### config.mk
export PLATFORM = sky130hd
export DESIGN_NAME = lookup_linear_interp_q10_unit
export DESIGN_NICKNAME = d
export VERILOG_FILES = /design/src/hdl/lli_pkg.sv /design/src/hdl/lli_ram.sv /design/src/hdl/lli_datapath.sv /design/src/hdl/lli_ctrl.sv /design/src/hdl/lookup_linear_interp_q10_unit.sv
export VERILOG_INCLUDE_DIRS = /design/src /design/src/hdl
export SDC_FILE = /design/constraint.sdc
export NUM_CORES = 1
export LEC_CHECK = 0
export BUFFER_PORTS_ARGS = -buffer_cell sky130_fd_sc_hd__buf_2
export CAP_MARGIN = 20
export CORE_MARGIN = 1.5
export CORE_UTILIZATION = 57
export CTS_CLUSTER_DIAMETER = 50
export DETAILED_ROUTE_END_ITERATION = 16
export PLACE_DENSITY = 0.74
export SYNTH_ARGS = -nofsm -noshare
export SYNTH_HDL_FRONTEND = slang
export SYNTH_SLANG_ARGS = --single-unit
### constraint.sdc
create_clock -name clk -period 10.4 [get_ports clk]
set_input_delay 2.08 -clock clk [delete_from_list [all_inputs] [get_ports clk]]
set_output_delay 2.08 -clock clk [all_outputs]
set_load 0.05 [all_outputs]
### src/hdl/lookup_linear_interp_q10_unit_assert.svh
// ----------------------------------------------------------------------------
// Assertion macros for the lookup and linear interpolation unit
// Shared property forms used by the modules that carry assertions.
// ----------------------------------------------------------------------------
`ifndef LOOKUP_LINEAR_INTERP_Q10_UNIT_ASSERT_SVH
`define LOOKUP_LINEAR_INTERP_Q10_UNIT_ASSERT_SVH

// Same-cycle implication, disabled while reset is asserted.
`define LLI_ASSERT_IMPL(lbl, clk, rst_n, ante, cons) \
  lbl: assert property (@(posedge clk) disable iff (!rst_n) (ante) |-> (cons)) \
    else $error("same-cycle check failed");

// Next-cycle implication, disabled while reset is asserted.
`define LLI_ASSERT_NEXT(lbl, clk, rst_n, ante, cons) \
  lbl: assert property (@(posedge clk) disable iff (!rst_n) (ante) |=> (cons)) \
    else $error("next-cycle check failed");

`endif

### src/hdl/lli_pkg.sv
// ----------------------------------------------------------------------------
// Lookup and linear interpolation package
// Item kinds, fixed-point constants and the controller/datapath interface.
// ----------------------------------------------------------------------------
package lli_pkg;

  localparam int VAL_W     = 16;
  localparam int KIND_W    = 2;
  localparam int IDX_W     = 4;
  localparam int FRAC_BITS = 10;
  localparam int NUM_W     = VAL_W + FRAC_BITS;
  localparam int DIV_STEPS = NUM_W;
  localparam int CNT_W     = $clog2(DIV_STEPS);
  localparam int FRAC_W    = FRAC_BITS + 1;
  localparam int PROD_W    = (VAL_W + 1) + (FRAC_W + 1);

  localparam logic [KIND_W-1:0] KIND_LOOKUP = 2'd0;
  localparam logic [KIND_W-1:0] KIND_WR_BP  = 2'd1;
  localparam logic [KIND_W-1:0] KIND_WR_OUT = 2'd2;

  localparam logic [IDX_W-1:0] LAST_INDEX_RESET = 4'd15;

  typedef struct packed {
    logic x_load;
    logic bp_we;
    logic out_we;
    logic bp_re;
    logic out_re;
    logic lo_load;
    logic hi_load;
    logic div_start;
    logic div_step;
    logic olo_load;
    logic ohi_load;
    logic mul_load;
    logic res_load;
    logic res_sel;
  } lli_cmd_t;

  typedef struct packed {
    logic x_lt_bp;
  } lli_stat_t;

endpackage

### src/hdl/lli_ram.sv
// ----------------------------------------------------------------------------
// Generic single-write, single-read RAM
// One write port and one read port with a registered, enabled read.
// ----------------------------------------------------------------------------
module lli_ram #(
  parameter int WIDTH = 16,
  parameter int DEPTH = 16
) (
  input  logic                     clk,
  input  logic                     we,
  input  logic [$clog2(DEPTH)-1:0] waddr,
  input  logic [WIDTH-1:0]         wdata,
  input  logic                     re,
  input  logic [$clog2(DEPTH)-1:0] raddr,
  output logic [WIDTH-1:0]         rdata
);

  logic [WIDTH-1:0] mem_r [DEPTH];
  logic [WIDTH-1:0] rdata_r;

  always_ff @(posedge clk) begin
    if (we) begin
      mem_r[waddr] <= wdata;
    end
    if (re) begin
      rdata_r <= mem_r[raddr];
    end
  end

  assign rdata = rdata_r;

endmodule

### src/hdl/lli_datapath.sv
// ----------------------------------------------------------------------------
// Lookup and linear interpolation datapath
// Table memories, segment registers, serial divider, multiplier and result.
// ----------------------------------------------------------------------------
module lli_datapath
  import lli_pkg::*;
#(
  parameter int TABLE_DEPTH = 16
) (
  input  logic                           clk,
  input  logic [VAL_W-1:0]               in_value,
  input  lli_cmd_t                       cmd,
  input  logic [$clog2(TABLE_DEPTH)-1:0] waddr,
  input  logic [$clog2(TABLE_DEPTH)-1:0] bp_raddr,
  input  logic [$clog2(TABLE_DEPTH)-1:0] out_raddr,
  output lli_stat_t                      stat,
  output logic [VAL_W-1:0]               result
);

  logic [VAL_W-1:0]         bp_rdata;
  logic [VAL_W-1:0]         out_rdata;
  logic signed [VAL_W-1:0]  x_r;
  logic [VAL_W-1:0]         bp_lo_r;
  logic [VAL_W-1:0]         bp_hi_r;
  logic [VAL_W-1:0]         den_r;
  logic [VAL_W-1:0]         rem_r;
  logic [NUM_W-1:0]         num_r;
  logic                     dz_r;
  logic [VAL_W-1:0]         out_lo_r;
  logic [VAL_W-1:0]         out_hi_r;
  logic signed [PROD_W-1:0] prod_r;
  logic [VAL_W-1:0]         res_r;

  logic [VAL_W-1:0]         den_nxt;
  logic [VAL_W-1:0]         span_nxt;
  logic [VAL_W:0]           rem_shift;
  logic                     rem_ge;
  logic [FRAC_W-1:0]        frac;
  logic signed [VAL_W:0]    diff;
  logic signed [PROD_W-1:0] prod_nxt;
  logic [VAL_W-1:0]         sum;

  lli_ram #(.WIDTH(VAL_W), .DEPTH(TABLE_DEPTH)) u_bp_ram (
    .clk   (clk),
    .we    (cmd.bp_we),
    .waddr (waddr),
    .wdata (in_value),
    .re    (cmd.bp_re),
    .raddr (bp_raddr),
    .rdata (bp_rdata)
  );

  lli_ram #(.WIDTH(VAL_W), .DEPTH(TABLE_DEPTH)) u_out_ram (
    .clk   (clk),
    .we    (cmd.out_we),
    .waddr (waddr),
    .wdata (in_value),
    .re    (cmd.out_re),
    .raddr (out_raddr),
    .rdata (out_rdata)
  );

  assign stat.x_lt_bp = x_r < $signed(bp_rdata);

  assign den_nxt   = bp_hi_r - bp_lo_r;
  assign span_nxt  = x_r - bp_lo_r;
  assign rem_shift = {rem_r, num_r[NUM_W-1]};
  assign rem_ge    = rem_shift >= {1'b0, den_r};

  assign frac     = dz_r ? '0 : num_r[FRAC_W-1:0];
  assign diff     = $signed({out_hi_r[VAL_W-1], out_hi_r})
                    - $signed({out_lo_r[VAL_W-1], out_lo_r});
  assign prod_nxt = diff * $signed({1'b0, frac});
  assign sum      = out_lo_r + prod_r[FRAC_BITS +: VAL_W];

  always_ff @(posedge clk) begin
    if (cmd.x_load) begin
      x_r <= in_value;
    end
    if (cmd.lo_load) begin
      bp_lo_r <= bp_rdata;
    end
    if (cmd.hi_load) begin
      bp_hi_r <= bp_rdata;
    end
    if (cmd.div_start) begin
      num_r <= {span_nxt, {FRAC_BITS{1'b0}}};
      den_r <= den_nxt;
      dz_r  <= den_nxt == '0;
      rem_r <= '0;
    end else if (cmd.div_step) begin
      rem_r <= rem_ge ? VAL_W'(rem_shift - {1'b0, den_r}) : rem_shift[VAL_W-1:0];
      num_r <= {num_r[NUM_W-2:0], rem_ge};
    end
    if (cmd.olo_load) begin
      out_lo_r <= out_rdata;
    end
    if (cmd.ohi_load) begin
      out_hi_r <= out_rdata;
    end
    if (cmd.mul_load) begin
      prod_r <= prod_nxt;
    end
    if (cmd.res_load) begin
      res_r <= cmd.res_sel ? sum : out_rdata;
    end
  end

  assign result = res_r;

endmodule

### src/hdl/lli_ctrl.sv
// ----------------------------------------------------------------------------
// Lookup and linear interpolation controller
// Holds the last-index register, walks the breakpoints and sequences the
// divider, multiplier and output register.
// ----------------------------------------------------------------------------
module lli_ctrl
  import lli_pkg::*;
#(
  parameter int TABLE_DEPTH = 16
) (
  input  logic                           clk,
  input  logic                           rst_n,
  input  logic                           in_tvalid,
  output logic                           in_tready,
  input  logic [KIND_W-1:0]              in_kind,
  input  logic [IDX_W-1:0]               in_idx,
  input  logic                           cfg_we,
  input  logic [IDX_W-1:0]               cfg_wdata,
  output logic                           out_tvalid,
  input  logic                           out_tready,
  input  lli_stat_t                      stat,
  output lli_cmd_t                       cmd,
  output logic [$clog2(TABLE_DEPTH)-1:0] waddr,
  output logic [$clog2(TABLE_DEPTH)-1:0] bp_raddr,
  output logic [$clog2(TABLE_DEPTH)-1:0] out_raddr
);

  `include "lookup_linear_interp_q10_unit_assert.svh"

  localparam int IW = $clog2(TABLE_DEPTH);

  localparam logic [3:0] S_IDLE    = 4'd0;
  localparam logic [3:0] S_CHK0    = 4'd1;
  localparam logic [3:0] S_DOWN    = 4'd2;
  localparam logic [3:0] S_UP      = 4'd3;
  localparam logic [3:0] S_DIVINIT = 4'd4;
  localparam logic [3:0] S_DIV     = 4'd5;
  localparam logic [3:0] S_MUL     = 4'd6;
  localparam logic [3:0] S_RES     = 4'd7;
  localparam logic [3:0] S_SINGLE  = 4'd8;

  logic [3:0]       state_r, state_nxt;
  logic [IW-1:0]    i_r, i_nxt;
  logic [CNT_W-1:0] cnt_r, cnt_nxt;
  logic [IDX_W-1:0] last_index_r;
  logic             out_valid_r, out_valid_nxt;
  logic [IW-1:0]    last_eff;
  logic             idx_ok;
  logic             accept;
  logic             out_free;

  assign last_eff = (32'(last_index_r) > TABLE_DEPTH - 1) ? IW'(TABLE_DEPTH - 1)
                                                          : IW'(last_index_r);
  assign idx_ok   = 32'(in_idx) < TABLE_DEPTH;
  assign accept   = in_tvalid && in_tready;
  assign out_free = !out_valid_r || out_tready;
  assign waddr    = IW'(in_idx);

  assign in_tready  = state_r == S_IDLE;
  assign out_tvalid = out_valid_r;

  always_comb begin
    state_nxt = state_r;
    i_nxt     = i_r;
    cnt_nxt   = cnt_r;
    cmd       = '0;
    bp_raddr  = '0;
    out_raddr = '0;
    case (state_r)
      S_IDLE: begin
        if (in_tvalid) begin
          case (in_kind)
            KIND_LOOKUP: begin
              cmd.x_load  = 1'b1;
              cmd.bp_re   = 1'b1;
              state_nxt   = S_CHK0;
            end
            KIND_WR_BP: begin
              cmd.bp_we = idx_ok;
            end
            KIND_WR_OUT: begin
              cmd.out_we = idx_ok;
            end
            default: begin
            end
          endcase
        end
      end
      S_CHK0: begin
        if (stat.x_lt_bp) begin
          cmd.out_re = 1'b1;
          state_nxt  = S_SINGLE;
        end else begin
          i_nxt     = last_eff >> 1;
          cmd.bp_re = 1'b1;
          bp_raddr  = last_eff >> 1;
          state_nxt = S_DOWN;
        end
      end
      S_DOWN: begin
        if (i_r != '0 && stat.x_lt_bp) begin
          i_nxt     = IW'(i_r - 1'b1);
          cmd.bp_re = 1'b1;
          bp_raddr  = IW'(i_r - 1'b1);
        end else begin
          cmd.lo_load = 1'b1;
          if (i_r == last_eff) begin
            cmd.out_re = 1'b1;
            out_raddr  = i_r;
            state_nxt  = S_SINGLE;
          end else begin
            cmd.bp_re = 1'b1;
            bp_raddr  = IW'(i_r + 1'b1);
            state_nxt = S_UP;
          end
        end
      end
      S_UP: begin
        if (!stat.x_lt_bp) begin
          cmd.lo_load = 1'b1;
          i_nxt       = IW'(i_r + 1'b1);
          if (IW'(i_r + 1'b1) == last_eff) begin
            cmd.out_re = 1'b1;
            out_raddr  = IW'(i_r + 1'b1);
            state_nxt  = S_SINGLE;
          end else begin
            cmd.bp_re = 1'b1;
            bp_raddr  = IW'(i_r + 2'd2);
          end
        end else begin
          cmd.hi_load = 1'b1;
          state_nxt   = S_DIVINIT;
        end
      end
      S_DIVINIT: begin
        cmd.div_start = 1'b1;
        cmd.out_re    = 1'b1;
        out_raddr     = i_r;
        cnt_nxt       = '0;
        state_nxt     = S_DIV;
      end
      S_DIV: begin
        cmd.div_step = 1'b1;
        if (cnt_r == '0) begin
          cmd.olo_load = 1'b1;
          cmd.out_re   = 1'b1;
          out_raddr    = IW'(i_r + 1'b1);
        end
        if (cnt_r == CNT_W'(1)) begin
          cmd.ohi_load = 1'b1;
        end
        if (cnt_r == CNT_W'(DIV_STEPS - 1)) begin
          state_nxt = S_MUL;
        end else begin
          cnt_nxt = CNT_W'(cnt_r + 1'b1);
        end
      end
      S_MUL: begin
        cmd.mul_load = 1'b1;
        state_nxt    = S_RES;
      end
      S_RES: begin
        if (out_free) begin
          cmd.res_load = 1'b1;
          cmd.res_sel  = 1'b1;
          state_nxt    = S_IDLE;
        end
      end
      S_SINGLE: begin
        if (out_free) begin
          cmd.res_load = 1'b1;
          state_nxt    = S_IDLE;
        end
      end
      default: begin
        state_nxt = S_IDLE;
      end
    endcase
  end

  always_comb begin
    out_valid_nxt = out_valid_r;
    if (cmd.res_load) begin
      out_valid_nxt = 1'b1;
    end else if (out_tready) begin
      out_valid_nxt = 1'b0;
    end
  end

  always_ff @(posedge clk) begin
    if (!rst_n) begin
      state_r      <= S_IDLE;
      out_valid_r  <= 1'b0;
      last_index_r <= LAST_INDEX_RESET;
    end else begin
      state_r     <= state_nxt;
      out_valid_r <= out_valid_nxt;
      if (cfg_we) begin
        last_index_r <= cfg_wdata;
      end
    end
  end

  always_ff @(posedge clk) begin
    i_r   <= i_nxt;
    cnt_r <= cnt_nxt;
  end

  `LLI_ASSERT_IMPL(a_res_slot_free, clk, rst_n, cmd.res_load, !out_valid_r || out_tready)
  `LLI_ASSERT_IMPL(a_up_below_last, clk, rst_n, state_r == S_UP, i_r < last_eff)
  `LLI_ASSERT_NEXT(a_lookup_starts, clk, rst_n, accept && in_kind == KIND_LOOKUP, state_r == S_CHK0)
  `LLI_ASSERT_NEXT(a_div_to_mul, clk, rst_n, state_r == S_DIV && cnt_r == CNT_W'(DIV_STEPS - 1), state_r == S_MUL)

endmodule

### src/hdl/lookup_linear_interp_q10_unit.sv
// ----------------------------------------------------------------------------
// Lookup and linear interpolation unit, Q10 fraction
// One-dimensional breakpoint table lookup with linear interpolation.
//
// Channel  Dir  Handshake            Payload
// in       in   in_tvalid/in_tready  tuser: kind; tdata: entry_index, value
// out      out  out_tvalid/out_tready tdata: result
// cfg      in   cfg_we               cfg_wdata: last_index
//
// A write item is handled in the idle state; a lookup below the first breakpoint
// needs no walk. Otherwise the walk compares one breakpoint per cycle: a lookup that
// ends at the last entry then goes to the output register, any other runs the serial
// divider, one quotient bit per cycle, and the multiplier before the output register.
// Reset is synchronous and active low; the table contents are not cleared.
// A result waits in the output register while the next item is taken; a lookup
// that finishes before that result leaves stalls until it does.
// ----------------------------------------------------------------------------
module lookup_linear_interp_q10_unit
  import lli_pkg::*;
#(
  parameter int TABLE_DEPTH = 16
) (
  input  logic        clk,
  input  logic        rst_n,
  input  logic        in_tvalid,
  output logic        in_tready,
  input  logic [23:0] in_tdata,   // [3:0] entry_index, [19:4] value, [23:20] zero
  input  logic [1:0]  in_tuser,   // [1:0] kind
  output logic        out_tvalid,
  input  logic        out_tready,
  output logic [15:0] out_tdata,  // [15:0] result
  input  logic        cfg_we,
  input  logic [3:0]  cfg_wdata
);

  localparam int IW = $clog2(TABLE_DEPTH);

  lli_cmd_t      cmd;
  lli_stat_t     stat;
  logic [IW-1:0] waddr;
  logic [IW-1:0] bp_raddr;
  logic [IW-1:0] out_raddr;

  lli_ctrl #(.TABLE_DEPTH(TABLE_DEPTH)) u_ctrl (
    .clk        (clk),
    .rst_n      (rst_n),
    .in_tvalid  (in_tvalid),
    .in_tready  (in_tready),
    .in_kind    (in_tuser),
    .in_idx     (in_tdata[IDX_W-1:0]),
    .cfg_we     (cfg_we),
    .cfg_wdata  (cfg_wdata),
    .out_tvalid (out_tvalid),
    .out_tready (out_tready),
    .stat       (stat),
    .cmd        (cmd),
    .waddr      (waddr),
    .bp_raddr   (bp_raddr),
    .out_raddr  (out_raddr)
  );

  lli_datapath #(.TABLE_DEPTH(TABLE_DEPTH)) u_datapath (
    .clk       (clk),
    .in_value  (in_tdata[IDX_W +: VAL_W]),
    .cmd       (cmd),
    .waddr     (waddr),
    .bp_raddr  (bp_raddr),
    .out_raddr (out_raddr),
    .stat      (stat),
    .result    (out_tdata)
  );

endmodule
==> results of run 1 <==
-- per-stage QoR --
stage | utilization [%] | instances | setup WS, ns
after floorplan | - | 2970 | 2.89
after global placement | 59.6 | 3842 | 2.04
after detailed placement | 59.6 | 3842 | 1.93
after CTS | 63.5 | 3991 | 1.93
after global routing | 63.6 | 3992 | 1.34
final | 63.6 | 3992 | 1.94
-- path summary, 6_finish.rpt --
kind	from	end	slack (ns)	cells after the start
setup / recovery	u_datapath.out_lo_r[0]$_DFFE_PP_	u_datapath.prod_r[23]$_DFFE_PP_	1.94	32
hold / removal	u_datapath.rem_r[15]$_SDFFE_PP0P_	u_datapath.rem_r[15]$_SDFFE_PP0P_	0.46	2
setup reg to reg	u_datapath.out_lo_r[0]$_DFFE_PP_	u_datapath.prod_r[23]$_DFFE_PP_	1.94	32
hold reg to reg	u_datapath.rem_r[15]$_SDFFE_PP0P_	u_datapath.rem_r[15]$_SDFFE_PP0P_	0.46	2
-- power groups by stage --
| stage | clock network, mW | registers (mW) | logic [mW] |
|---|---|---|---|
| 3_3_place_gp | 0 | 3.55 | 1.12 |
| 5_1_grt | 3.01 | 3.50 | 1.26 |
| 3_5_place_dp | 0 | 3.56 | 1.15 |
| 4_1_cts | 2.88 | 3.49 | 1.16 |
| 6_report | 2.84 | 3.49 | 1.16 |
| 2_1_floorplan | 0 | 3.55 | 0.829 |
-- sequential cells by signal, summed over array words and instances, names as in the netlist, 16 cells and up --
register,cells
u_datapath.bp_hi_r,16
u_datapath.bp_lo_r,16
u_datapath.den_r,16
u_datapath.num_r,26
u_datapath.out_hi_r,16
u_datapath.out_lo_r,16
u_datapath.prod_r,16
u_datapath.rem_r,16
u_datapath.result,16
u_datapath.u_bp_ram.mem_r,256
u_datapath.u_bp_ram.rdata,16
u_datapath.u_out_ram.mem_r,256
u_datapath.u_out_ram.rdata,16
u_datapath.x_r,16
-- kinds of logic after synthesis --
family / count (synthesis) / share of synthesized area, %
DFF: 733 / 55.8
and+or+nand+nor: 639 / 7.36
buffers and inverters: 422 / 4.65
muxes: 421 / 11.0
AOI/OAI and AO/OA: 337 / 5.66
adders and majority gates: 313 / 13.2
xor gates and xnor gates: 105 / 2.37
-- layer usage --
| metal | GRT usage (%) | share of wire [%] |
|---|---|---|
| met1 | 32.1 | 45 |
| met2 | 37.9 | 48 |
| met3 | 3.23 | 5.2 |
| met4 | 6.82 | 2.2 |
| met5 | 0 | 0 |
-- worst min-delay path, delay by kind of cell (launching register included) --
family / cells / cell delay, ns
AND/OR/NAND/NOR: 1 / 0.05
flip-flops: 1 / 0.32
AO/OA/AOI/OAI: 1 / 0.05
-- synthesized netlist by cell type, types with 35 or more instances --
master,number,area (um2)
edfxtp_1,698,21000
mux2i_1,387,3870
inv_1,311,1170
nand2_1,271,1020
nor2_1,166,623
fa_1,160,3200
ha_1,153,1910
o21ai_0,79,395
a21oi_1,65,325
xnor2_1,65,569
clkbuf_1,53,199
nor2b_1,41,257
xor2_1,40,350
dfxtp_1,35,701
-- final cells by class --
cell class              instances  area [um2]  area share [%]
clock buffers                  96        2130            4.97
clock inverters                53         547            1.28
inverters                     312        1170            2.74
multi-input cells            1815       15400            36.1
flip-flops and latches        733       21700            50.7
well taps                     873        1090            2.55
repair buffers                110         718            1.68
==> results.json, run 1 <==
{
  "status": "completed",
  "finalClockSkew_ns": 0.0293,
  "clk_latency_ns": 0.62,
  "hold_viol": 0,
  "cp_top_family": "adder cells",
  "maxSlewViolCount": 0,
  "grt_overflow": 0,
  "cts.sinks": 733,
  "postCtsSetupBuffers": 0,
  "power_density_nw_per_um2": 175,
  "path_class": "reg2reg",
  "period_needed_ns": 8.46,
  "area_delta_synth_final_pct": 10.2,
  "final_cell_mix": "698 x edfxtp_1, 386 x mux2i_1, 311 x inv_1",
  "antenna_found_initial": 1,
  "arrival_ns": 8.83,
  "worst_pin_slew_ns": 1.07,
  "rsz0062_at_grt": "false",
  "p_comb_share_pct": 15.5,
  "grt_pass1_wl_um": 125000,
  "worstSetupStartpointType": "flop",
  "die_w_um": 264,
  "wl_per_cell_um": 19.8,
  "slowest_stage": "xnor2_1",
  "tritoncts": "built",
  "fillCellCount": 4950,
  "row_count": 95,
  "gp_congestion": 0.885,
  "drt-vias-per-instance": 5.70,
  "hpwl_um": 53800,
  "die_h_um": 264,
  "syn_inst": 2970,
  "dr.pass1.iters": 5,
  "critPathMaxStageDelay_ns": 0.82,
  "cts_buffer_depth": 3,
  "drt_iter0_drc": 1703,
  "postCtsHoldBufs": 0,
  "cts-buffers-inserted": 82,
  "fp.dieArea_um2": 69700,
  "crit_required_ns": 10.76,
  "drv_cap": 0,
  "critPathBufInv": 4,
  "cpMostUsedCell": "fa_1",
  "finalInstanceArea_um2": 42800,
  "synth_edf_count": 698,
  "ys.flop_type": "edfxtp_1",
  "yosysUniqueCellTypes": 72,
  "drt-total-wl_um": 79200,
  "swShare_pct": 26.4,
  "final_common_cell": "edfxtp_1",
  "hold_class": "reg2reg",
  "vias": 22800,
  "syn_avg_cell_area_um2": 13.1,
  "placed_area_um2": 40100,
  "finalPower_mw": 7.50,
  "grt_use_total_pct": 23.0,
  "fmax_mhz": 118,
  "io_pins": 53,
  "hold_ws_ns": 0.464,
  "ys_seq_area_share_pct": 55.8,
  "min_period_over_period_pct": 81.4,
  "start_util_pct": 57.7,
  "fin_nets": 3402,
  "critPathMaxFanout": 11,
  "root_buffer": "clkbuf_16",
  "p_sw_mw": 1.98,
  "finalSetupTns_ns": 0,
  "cts_max_level": 3,
  "seq_power_share_pct": 46.6,
  "internal_power_mw": 5.52,
  "syn-cell-area_um2": 38800,
  "layout-drive-gt1-share_pct": 9.46,
  "setup_violations": 0,
  "post-route-drc-count": 0,
  "core_um2": 67300,
  "grt_pass1_vias": 23400,
  "async_flop_share_pct": 0,
  "grt_max_degree": 129,
  "n_antenna_cell": 0,
  "ir_worst_vdd_v": 0.000145,
  "pwr-share-clk_pct": 37.9,
  "relSlewSlack_pct": 28.9,
  "yosysWarningCount": 0,
  "clkTransAtPathRegs_ns": 0.06,
  "synth_fp_nets": 3318,
  "power.leakage_nw": 17.0,
  "post_cts_resized": 0,
  "ys_ff_latch": 733,
  "antenna_left": 0,
  "numPortBuffers": 48,
  "end_kind": "flop"
}
(Power assumes the default switching activity.)
==> inputs of run 2 (changes only) <==
- PLACE_DENSITY: 0.74 -> 0.77
- clock period: 10.4 -> 7.7 ns (I/O delays scaled with it)
==> run 2 against run 1 <==
Cell count increased by 0.78%. Non-clock buffer count increased by 32. Die area unchanged. Largest cell class unchanged. Maximum frequency increased by 15%. Clock skew increased by 0.016 ns. Largest power group unchanged.
==> results.json, run 2 (synthesis gave the netlist of run 1 again) <==
{
  "postCtsHoldBufs": 0,
  "grt_max_degree": 129,
  "area_delta_synth_final_pct": 11.3,
  "clk_latency_ns": 0.65,
  "vias": 23000,
  "relSlewSlack_pct": 33.7,
  "die_h_um": 264,
  "cts-buffers-inserted": 81,
  "antenna_left": 0,
  "gp_congestion": 0.873,
  "power.leakage_nw": 17.3,
  "power_density_nw_per_um2": 234,
  "die_w_um": 264,
  "end_kind": "flop",
  "core_um2": 67300,
  "finalPower_mw": 10.1,
  "placed_area_um2": 40300,
  "r2r_end": "u_datapath.prod_r[25]$_DFFE_PP_",
  "worstHoldPathCells": 2,
  "finalSetupTns_ns": 0,
  "dr.pass1.iters": 6,
  "drt-vias-per-instance": 5.71,
  "tritoncts": "built",
  "r2r_cells": 34,
  "critPathMaxFanout": 4,
  "clkTransAtPathRegs_ns": 0.06,
  "period_needed_ns": 7.37,
  "io_pins": 53,
  "crit_required_ns": 8.06,
  "cts_max_level": 3,
  "antenna_found_initial": 2,
  "r2r_start": "u_datapath.out_hi_r[0]$_DFFE_PP_",
  "start_util_pct": 57.7,
  "worst_pin_slew_ns": 0.993,
  "p_comb_share_pct": 15.5,
  "drv_cap": 0,
  "hold_class": "reg2reg",
  "status": "completed",
  "final_common_cell": "edfxtp_1",
  "drt_iter0_drc": 1613,
  "fp.dieArea_um2": 69700,
  "wl_per_cell_um": 19.9,
  "pwr-share-clk_pct": 37.7,
  "r2r_slack_ns": 0.33,
  "finalInstanceArea_um2": 43200,
  "drt-total-wl_um": 79900,
  "final_cell_mix": "698 x edfxtp_1, 385 x mux2i_1, 310 x inv_1",
  "hold_viol": 0,
  "ir_worst_vdd_v": 0.000233,
  "crit_path_end": "u_datapath.prod_r[25]$_DFFE_PP_",
  "grt_pass1_wl_um": 127000,
  "critPathMaxStageDelay_ns": 0.51,
  "grt_pass1_vias": 23700,
  "worstSetupStartpointType": "flop",
  "finalClockSkew_ns": 0.0449,
  "post-route-drc-count": 0,
  "internal_power_mw": 7.38,
  "cpMostUsedCell": "fa_1",
  "maxSlewViolCount": 0,
  "cts_buffer_depth": 3,
  "fin_nets": 3433,
  "grt_overflow": 0,
  "numPortBuffers": 48,
  "root_buffer": "clkbuf_16",
  "hpwl_um": 54100,
  "cts.sinks": 733,
  "p_sw_mw": 2.73,
  "setup_violations": 0,
  "crit_start": "u_datapath.out_hi_r[0]$_DFFE_PP_",
  "grt_use_total_pct": 23.2,
  "n_antenna_cell": 0,
  "hold_ws_ns": 0.462,
  "swShare_pct": 27.0,
  "fmax_mhz": 136,
  "min_period_over_period_pct": 95.7,
  "row_count": 95,
  "slowest_stage": "fa_1",
  "seq_power_share_pct": 46.8,
  "fin_util_pct": 64.2,
  "path_class": "reg2reg",
  "arrival_ns": 7.73,
  "reg_top3": "u_datapath.u_bp_ram.mem_r x256, u_datapath.u_out_ram.mem_r x256, u_datapath.num_r x26",
  "layout-drive-gt1-share_pct": 11.2
}
## run 2: routing by layer
metal / track usage (%) / share of wire (%) / up-vias
met5: 0 / 0 / -
met2: 39.1 / 49 / 616
met3: 3.31 / 5.1 / 122
met1: 31.5 / 43 / 11500
met4: 6.91 / 2.1 / 0
li1: - / - / 10800
## run 2: final cells by class
cell class,count,area (um2)
inverter,312,1170
clock inverter,54,589
clock buffer,94,2100
sequential,733,21700
multi-input combinational,1815,15600
fill,4821,24100
timing repair buffer,142,1040
tap,873,1090
## run 2: how the worst min path moves through the flow
| stage | startpoint | slack (ns) | endpoint |
|---|---|---|---|
| floorplan | u_datapath.num_r[3]$_SDFFE_PP0P_ | 0.43 | u_datapath.num_r[3]$_SDFFE_PP0P_ |
| finish | u_datapath.num_r[2]$_SDFFE_PP0P_ | 0.46 | u_datapath.num_r[2]$_SDFFE_PP0P_ |
| CTS | u_datapath.num_r[2]$_SDFFE_PP0P_ | 0.46 | u_datapath.num_r[2]$_SDFFE_PP0P_ |
| global placement | u_datapath.num_r[2]$_SDFFE_PP0P_ | 0.44 | u_datapath.num_r[2]$_SDFFE_PP0P_ |
| global route | u_datapath.num_r[1]$_SDFFE_PP0P_ | 0.48 | u_datapath.num_r[1]$_SDFFE_PP0P_ |
| detailed placement | u_datapath.num_r[2]$_SDFFE_PP0P_ | 0.46 | u_datapath.num_r[2]$_SDFFE_PP0P_ |
## run 2: what timing repair did
action                                  CTS  global route
pin swaps                                 1            11
buffers inserted                          3             5
gates resized for setup                   8            24
endpoints found under the hold margin     0             0
endpoints found under the setup margin    4             5
## run 2: worst max-delay path: cells and delay by family, from the launching register on
family                     cells  cell delay, ns
and+or+nand+nor                2            0.28
xor gates and xnor gates       7            1.22
DFF                            1            0.36
adders and majority gates      7            2.73
buffers and inverters          6            0.67
AOI/OAI and AO/OA             12            1.85
## run 2: metrics by stage
| step | setup WS [ns] | std cells |
|---|---|---|
| detailed placement | -0.110 | 3865 |
| finish | 0.327 | 4023 |
| global placement | -0.00753 | 3865 |
| global route | -0.0216 | 4023 |
| CTS | 0.0137 | 4016 |
| floorplan | 0.194 | 2970 |
## run 2: power by group through the flow
stage / sequential (mW) / combinational, mW / clock [mW]
2_1_floorplan: 4.80 / 1.12 / 0
3_3_place_gp: 4.80 / 1.50 / 0
3_5_place_dp: 4.81 / 1.55 / 0
4_1_cts: 4.73 / 1.56 / 3.88
5_1_grt: 4.75 / 1.70 / 4.04
6_report: 4.73 / 1.57 / 3.81
